===== config.mk =====
export PLATFORM = sky130hd
export DESIGN_NAME = float_rgb_to_rgbe_top
export DESIGN_NICKNAME = d
export VERILOG_FILES = /design/src/hdl/rgbe_pkg.sv /design/src/hdl/rgbe_chan.sv /design/src/hdl/float_rgb_to_rgbe_top.sv
export VERILOG_INCLUDE_DIRS = /design/src /design/src/hdl
export SDC_FILE = /design/constraint.sdc
export NUM_CORES = 2
export LEC_CHECK = 0
export ABC_AREA = 1
export CAP_MARGIN = 20
export CORE_MARGIN = 2
export CORE_UTILIZATION = 45
export CTS_BUF_LIST = sky130_fd_sc_hd__clkbuf_8
export DETAILED_ROUTE_END_ITERATION = 8
export DONT_BUFFER_PORTS = 1
export REMOVE_ABC_BUFFERS = 1
export SLEW_MARGIN = 30
export SYNTH_ARGS = -nofsm -noshare
export SYNTH_HDL_FRONTEND = slang
export SYNTH_SLANG_ARGS = --single-unit

===== constraint.sdc =====
create_clock -name clk_i -period 8.9 [get_ports clk_i]
set_input_delay 2.67 -clock clk_i [delete_from_list [all_inputs] [get_ports clk_i]]
set_output_delay 2.67 -clock clk_i [all_outputs]
set_load 0.02 [all_outputs]

===== src/hdl/float_rgb_to_rgbe_top_defines.svh =====
// Assertion helpers used by the top-level RTL file
`ifndef FLOAT_RGB_TO_RGBE_TOP_DEFINES_SVH
`define FLOAT_RGB_TO_RGBE_TOP_DEFINES_SVH

// Same-cycle implication under reset
`define RGBE_ASSERT_IMP(lbl, clk, rstn, a, c) \
  lbl: assert property (@(posedge clk) disable iff (!rstn) (a) |-> (c)) \
    else $error("rgbe assertion failed");

// Next-cycle implication under reset
`define RGBE_ASSERT_NXT(lbl, clk, rstn, a, c) \
  lbl: assert property (@(posedge clk) disable iff (!rstn) (a) |=> (c)) \
    else $error("rgbe assertion failed");

`endif


===== src/hdl/rgbe_pkg.sv =====
package rgbe_pkg;

  // 255.9999 = 2559999 / 10000
  localparam logic [21:0] ScaleNum  = 22'd2559999;
  // ceil(2^37 / 10000), exact floor for quotients below 2^22
  localparam logic [23:0] RecipDen  = 24'd13743896;
  localparam int unsigned RecipSh   = 37;
  // largest single-precision magnitude not above 1e-32
  localparam logic [30:0] DarkLimit = 31'h0A4FB11E;
  // e + 128 = biased exponent + 2 for a normal maximum
  localparam logic [7:0]  ExpAdj    = 8'd2;
  localparam logic [8:0]  ShiftBase = 9'd24;
  localparam logic [5:0]  ShiftMax  = 6'd63;

  typedef struct packed {
    logic [31:0] red_bits;
    logic [31:0] green_bits;
    logic [31:0] blue_bits;
    logic        line_end;
  } rgbe_in_t;

  typedef struct packed {
    logic [7:0] red_mantissa;
    logic [7:0] green_mantissa;
    logic [7:0] blue_mantissa;
    logic [7:0] shared_exponent;
    logic       invalid;
    logic       line_end_out;
  } rgbe_out_t;

  // float a > b for finite patterns, with -0 equal to +0
  function automatic logic fgt(logic [31:0] a, logic [31:0] b);
    logic za, zb, res;
    za = (a[30:0] == '0);
    zb = (b[30:0] == '0);
    if (za && zb) res = 1'b0;
    else if (!a[31] && b[31]) res = 1'b1;
    else if (a[31] && !b[31]) res = 1'b0;
    else if (!a[31]) res = (a[30:0] > b[30:0]);
    else res = (a[30:0] < b[30:0]);
    return res;
  endfunction

endpackage


===== src/hdl/rgbe_chan.sv =====
module rgbe_chan (
  input  logic        clk_i,
  input  logic [31:0] bits_i,
  input  logic [7:0]  exp_m_i,
  input  logic        zero_i,
  output logic [7:0]  mant_o
);
  import rgbe_pkg::*;

  logic        pos;
  logic [7:0]  eff_exp;
  logic [8:0]  shift;
  logic        kill_d, kill_q, kill2_q;
  logic [23:0] mant;
  logic [45:0] prod_d, prod_q;
  logic [5:0]  sh_q;
  logic [45:0] shifted;
  logic [21:0] quot_in;
  logic [45:0] recip_d, recip_q;
  logic [7:0]  mant_q;

  // classify the channel and form mantissa times the scale numerator
  always_comb begin
    pos     = !bits_i[31] && (bits_i[30:0] != '0) && !zero_i;
    eff_exp = (bits_i[30:23] == '0) ? 8'd1 : bits_i[30:23];
    mant    = {(bits_i[30:23] != '0), bits_i[22:0]};
    shift   = {1'b0, exp_m_i} + ShiftBase - {1'b0, eff_exp};
    kill_d  = !pos || (shift >= {3'b000, ShiftMax});
    prod_d  = mant * ScaleNum;
  end

  // align to the shared exponent, then divide by 10000 via reciprocal
  always_comb begin
    shifted = prod_q >> sh_q;
    quot_in = shifted[21:0];
    recip_d = quot_in * RecipDen;
  end

  // advance the channel pipeline
  always_ff @(posedge clk_i) begin
    prod_q  <= prod_d;
    sh_q    <= shift[5:0];
    kill_q  <= kill_d;
    recip_q <= recip_d;
    kill2_q <= kill_q;
    mant_q  <= kill2_q ? 8'd0 : recip_q[RecipSh +: 8];
  end

  assign mant_o = mant_q;

endmodule


===== src/hdl/float_rgb_to_rgbe_top.sv =====
// RGBE encoder: takes one float RGB pixel per clock and returns three
// mantissa bytes, a shared exponent byte and invalid and line-end flags.
// busy_o is never raised, so a pixel may be started in every cycle; its
// result shows on res_o with done_o high for one cycle. A pixel passes
// through the input register, the scale multiply, the divide-by-10000
// reciprocal multiply and the result register. The receiver cannot stall:
// every result must be taken in the cycle done_o is high.
`include "float_rgb_to_rgbe_top_defines.svh"

module float_rgb_to_rgbe_top (
  input  logic              clk_i,
  input  logic              rst_ni,
  input  logic              start_i,
  input  rgbe_pkg::rgbe_in_t in_i,
  output logic              busy_o,
  output logic              done_o,
  output rgbe_pkg::rgbe_out_t res_o
);
  import rgbe_pkg::*;

  rgbe_in_t    in_q;
  logic        va_q, vb_q, vc_q, vo_q;
  logic        inv_b_q, inv_c_q, inv_o_q;
  logic        le_b_q, le_c_q, le_o_q;
  logic [7:0]  ex_b_q, ex_c_q, ex_o_q;
  logic        inv_d, dark, zero_all;
  logic [31:0] max_rg, max_bits;
  logic [7:0]  exp_d;
  logic [7:0]  m_r, m_g, m_b;

  assign busy_o = 1'b0;

  // track which pipeline stages hold an accepted pixel
  always_ff @(posedge clk_i or negedge rst_ni) begin
    if (!rst_ni) begin
      va_q <= 1'b0;
      vb_q <= 1'b0;
      vc_q <= 1'b0;
      vo_q <= 1'b0;
    end else begin
      va_q <= start_i && !busy_o;
      vb_q <= va_q;
      vc_q <= vb_q;
      vo_q <= vc_q;
    end
  end

  always_ff @(posedge clk_i) begin
    if (start_i && !busy_o) begin
      in_q <= in_i;
    end
  end

  // find the largest channel and classify the pixel
  always_comb begin
    inv_d    = (in_q.red_bits[30:23] == 8'hFF) || (in_q.green_bits[30:23] == 8'hFF)
            || (in_q.blue_bits[30:23] == 8'hFF);
    max_rg   = fgt(in_q.red_bits, in_q.green_bits) ? in_q.red_bits : in_q.green_bits;
    max_bits = fgt(in_q.blue_bits, max_rg) ? in_q.blue_bits : max_rg;
    dark     = max_bits[31] || (max_bits[30:0] <= DarkLimit);
    zero_all = inv_d || dark;
    exp_d    = zero_all ? 8'd0 : max_bits[30:23] + ExpAdj;
  end

  rgbe_chan u_red (
    .clk_i  (clk_i),
    .bits_i (in_q.red_bits),
    .exp_m_i(max_bits[30:23]),
    .zero_i (zero_all),
    .mant_o (m_r)
  );

  rgbe_chan u_green (
    .clk_i  (clk_i),
    .bits_i (in_q.green_bits),
    .exp_m_i(max_bits[30:23]),
    .zero_i (zero_all),
    .mant_o (m_g)
  );

  rgbe_chan u_blue (
    .clk_i  (clk_i),
    .bits_i (in_q.blue_bits),
    .exp_m_i(max_bits[30:23]),
    .zero_i (zero_all),
    .mant_o (m_b)
  );

  // carry the per-pixel flags and shared exponent alongside the channel pipelines
  always_ff @(posedge clk_i) begin
    inv_b_q <= inv_d;
    le_b_q  <= in_q.line_end;
    ex_b_q  <= exp_d;
    inv_c_q <= inv_b_q;
    le_c_q  <= le_b_q;
    ex_c_q  <= ex_b_q;
    inv_o_q <= inv_c_q;
    le_o_q  <= le_c_q;
    ex_o_q  <= ex_c_q;
  end

  assign done_o                = vo_q;
  assign res_o.red_mantissa    = m_r;
  assign res_o.green_mantissa  = m_g;
  assign res_o.blue_mantissa   = m_b;
  assign res_o.shared_exponent = ex_o_q;
  assign res_o.invalid         = inv_o_q;
  assign res_o.line_end_out    = le_o_q;

  `RGBE_ASSERT_NXT(a_flow_b, clk_i, rst_ni, va_q, vb_q)
  `RGBE_ASSERT_NXT(a_flow_o, clk_i, rst_ni, vc_q, done_o)
  `RGBE_ASSERT_IMP(a_inv_zero, clk_i, rst_ni, done_o && res_o.invalid,
                   (res_o.shared_exponent == 8'd0) && (res_o.red_mantissa == 8'd0))
  `RGBE_ASSERT_IMP(a_no_busy, clk_i, rst_ni, 1'b1, !busy_o)

endmodule

==> flow_summary_export.csv <==
group,metric,value,unit
setup_path,worstPathRequired,9.34,ns
synth,syn_avg_cell_area,9.01,µm²
synth,synthTopCellsByArea,"fa_1 (34%), ha_1 (22%), inv_1 (11%)",
floorplan,core,158000,µm²
detailed_routing,firstDrtPassIters,6,
floorplan,ios,136,
final_layout,drive_gt1_share,2.97,%
floorplan,rows,146,
clock_tree,cts.sinks,341,
grt,grt_pass1_wl,311000,µm
grt,overflow,0,
detailed_routing,via_per_inst,5.10,
floorplan,start_util,45.2,%
synth,ys_seq_area_share,11.0,%
hold_path,whs_endpoint,"ex_c_q[6]",
setup_path,path_class,"reg2reg",
grt,grt_pass1_vias,55300,
setup_path,arrival,8.59,ns
sta,fin_skew,0.0992,ns
final_layout,syn_to_final_growth,6.08,%
detailed_routing,ant_nets,0,
clock_tree,cts_tree,"built",
synth,synth-edff-count,97,
final_layout,multiInputGateArea,54900,µm²
placed_design,routabilityCongestion,0.972,
clock_tree,clk_pin_slew,0.06,ns
sta,hold_viol,0,
sta,rsz0062_at_grt,"no",
floorplan,die_area,162000,µm²
synth,syn_inst,7912,
setup_path,start_kind,"flop",
sta,report.final.slew_viol_count,0,
synth,ys_seq_elements,341,
run_status,outcome,"finished clean",
sta,period_share,91.5,%
clock_tree,clk-insertion-delay-late,0.79,ns
setup_path,crit_fanout,32,
sta,setup_viol,0,
sta,setup_tns,0,ns
setup_path,worstReg2RegStart,"in_q[47]",
clock_tree,cts-root-buf,"clkbuf_8",
clock_tree,htree_levels,2,
final_layout,fillers,15300,
hold_path,min_delay_path_depth,0,
synth,synth-main-ff-cell,"dfxtp_1",
synth,synth_top_area_share,34.4,%
synth,yosysWarnings,0,
detailed_routing,vias,51400,
sta,relSlewSlack,40.9,%
grt,grt_max_degree,99,
synth,synth_area,71300,µm²
sta,maxClockFrequency,0.123,GHz
floorplan,dieHeight,402,µm
synth,synth_cell_types,61,
synth,ys_async_sr_fraction,1.17,%
setup_path,critPathLaunch,"in_q[47]",
run,maxCapViolations,0,
hold_path,hp-class,"reg2reg",
detailed_routing,drc,0,
setup_path,r2r_end,"u_red.kill_q",
clock_tree,cts_buffer_depth,3,
clock_tree,cts_buffers,61,
placed_design,io_buffers,0,
setup_path,slowest_stage,"edfxtp_1",
floorplan,die_x,402,µm
setup_path,reg2reg_slack,0.76,ns
hold_path,min-delay-start,"ex_b_q[6]",
setup_path,crit_top_cell,"nand2_1",
sta,period_minus_slack,8.14,ns
setup_path,end_kind,"flop",
grt,grt_usage,24.6,%
detailed_routing,wire_per_inst,19.3,µm
sta,worst_pin_slew,0.883,ns
placed_design,dp_hpwl,173000,µm
detailed_routing,drt_wl_total,194000,µm
setup_path,slowest_delay,0.65,ns
synth,yosysTopAreaCell,"fa_1",
final_layout,fin_nets,10500,
final_layout,final-seq-area,7820,µm²
detailed_routing,first_iter_violations,3013,
grt,antenna_found_initial,34,
setup_path,rr_worst_depth,40,
how the worst max path moves through the flow:
stage	end	cells past startpoint
floorplan	u_red.recip_q[41]	30
global placement	u_blue.recip_q[40]	26
detailed placement	u_blue.recip_q[40]	31
CTS	u_blue.recip_q[40]	31
global route	u_red.kill_q	40
finish	u_red.kill_q	40
repair_timing:
item | in CTS | in global routing
setup endpoints to repair | 0 | 6
hold buffers | 0 | 0
gates resized for setup | 0 | 3
buffers inserted | 0 | 0
synth_stat cells, types with 5 or more instances:
cell and instances:
fa_1 1224, o31ai_1 5, o32ai_1 31, xor2_1 121
o22ai_1 18, mux2i_1 115, o221ai_1 15, a211oi_1 8
a21o_1 8, nor4_1 9, buf_4 10, o21ai_1 10
o21a_1 16, a31oi_1 27, o21ai_2 6, nand2_1 936
o211ai_1 27, nor2_1 327, edfxtp_1 97, o21bai_1 17
dfxtp_1 240, nand3_1 136, a21boi_1 6, buf_6 5
ha_1 1276, xnor2_1 58, nor3_1 35, buf_1 14
inv_2 12, clkinv_1 5, nand2_2 8, o21ai_0 444
nand4_1 44, inv_1 2129, a21oi_1 320, nor2_2 5
a21boi_0 8, clkbuf_1 92
cell type report:
| cell class | count | share of cell area (%) |
|---|---|---|
| diodes | 16 | 0.0529 |
| clock buffers | 69 | 1.26 |
| clock inverters | 45 | 0.792 |
| inverters | 2146 | 10.7 |
| multi-input cells | 5303 | 72.6 |
| flip-flops and latches | 341 | 10.3 |
| well taps | 2072 | 3.43 |
| repair buffers | 85 | 0.860 |
through the flow:
stage                     hold WS [ns]  util, %  instance area [µm²]  cells  setup WS [ns]
after floorplan                  0.310        -                70800   7790          0.668
after global placement           0.311     46.9                74000   9947          0.654
after detailed placement         0.312     46.9                74000   9947          0.471
after CTS                        0.301     47.9                75600  10100          0.366
after global routing             0.322     47.9                75600  10100         0.0819
final                            0.313     47.9                75600  10100          0.756
per-layer routing:
metal  global-route usage, %  vias up  wire length [µm]  part of all wire [%]
li1                        -    24700                 -                     -
met1                    32.8    25300             86300                    44
met2                    41.6     1190             91200                    47
met3                    3.93      279             10700                   5.5
met4                    6.69       22              6040                   3.1
met5                       0        -               133                 0.068
worst max-delay path, delay by kind of cell (launching register included):
kind / cells / cell delay [ns]
adders and majority gates: 3 / 1.05
buffers and inverters: 4 / 0.48
AOI/OAI and AO/OA: 7 / 1.35
xor gates and xnor gates: 1 / 0.27
DFF: 1 / 0.65
and+or+nand+nor: 25 / 3.98
cell families after synthesis:
logic type | after synthesis | share of synthesized area (%)
flip-flops | 341 | 11.0
other | 1 | 0.00526
AO/OA/AOI/OAI | 983 | 7.68
multiplexers | 115 | 1.61
adder cells (fa/ha/maj) | 2500 | 56.8
buffers and inverters | 2268 | 12.0
XOR/XNOR | 179 | 2.20
AND/OR/NAND/NOR | 1525 | 8.74
registers in the layout (all words and copies together), names as in the netlist, 6 cells and up:
name             count
u_red.mant_o         8
u_blue.prod_q       46
u_red.sh_q           6
u_red.recip_q        8
ex_b_q               8
u_blue.sh_q          6
u_blue.recip_q       8
u_red.prod_q        46
u_green.prod_q      46
ex_c_q               8
u_green.mant_o       8
ex_o_q               8
u_green.sh_q         6
u_green.recip_q      8
u_blue.mant_o        8
in_q                97
layout by cell type, fill, tap and decap left out, types with 35 or more instances in the layout:
| cell type | instances |
|---|---|
| a21oi_1 | 320 |
| fa_1 | 1224 |
| inv_1 | 2142 |
| nand2_1 | 936 |
| xnor2_1 | 58 |
| edfxtp_1 | 97 |
| xor2_1 | 121 |
| o21ai_0 | 444 |
| nand4_1 | 44 |
| nor2_1 | 327 |
| buf_4 | 84 |
| nand3_1 | 136 |
| clkbuf_8 | 69 |
| mux2i_1 | 115 |
| nor3_1 | 35 |
| ha_1 | 1276 |
| dfxtp_1 | 239 |
Power is left out: the tool's default activity adds up to more than one toggle a clock period on the data nets, which glitch-free logic cannot reach.
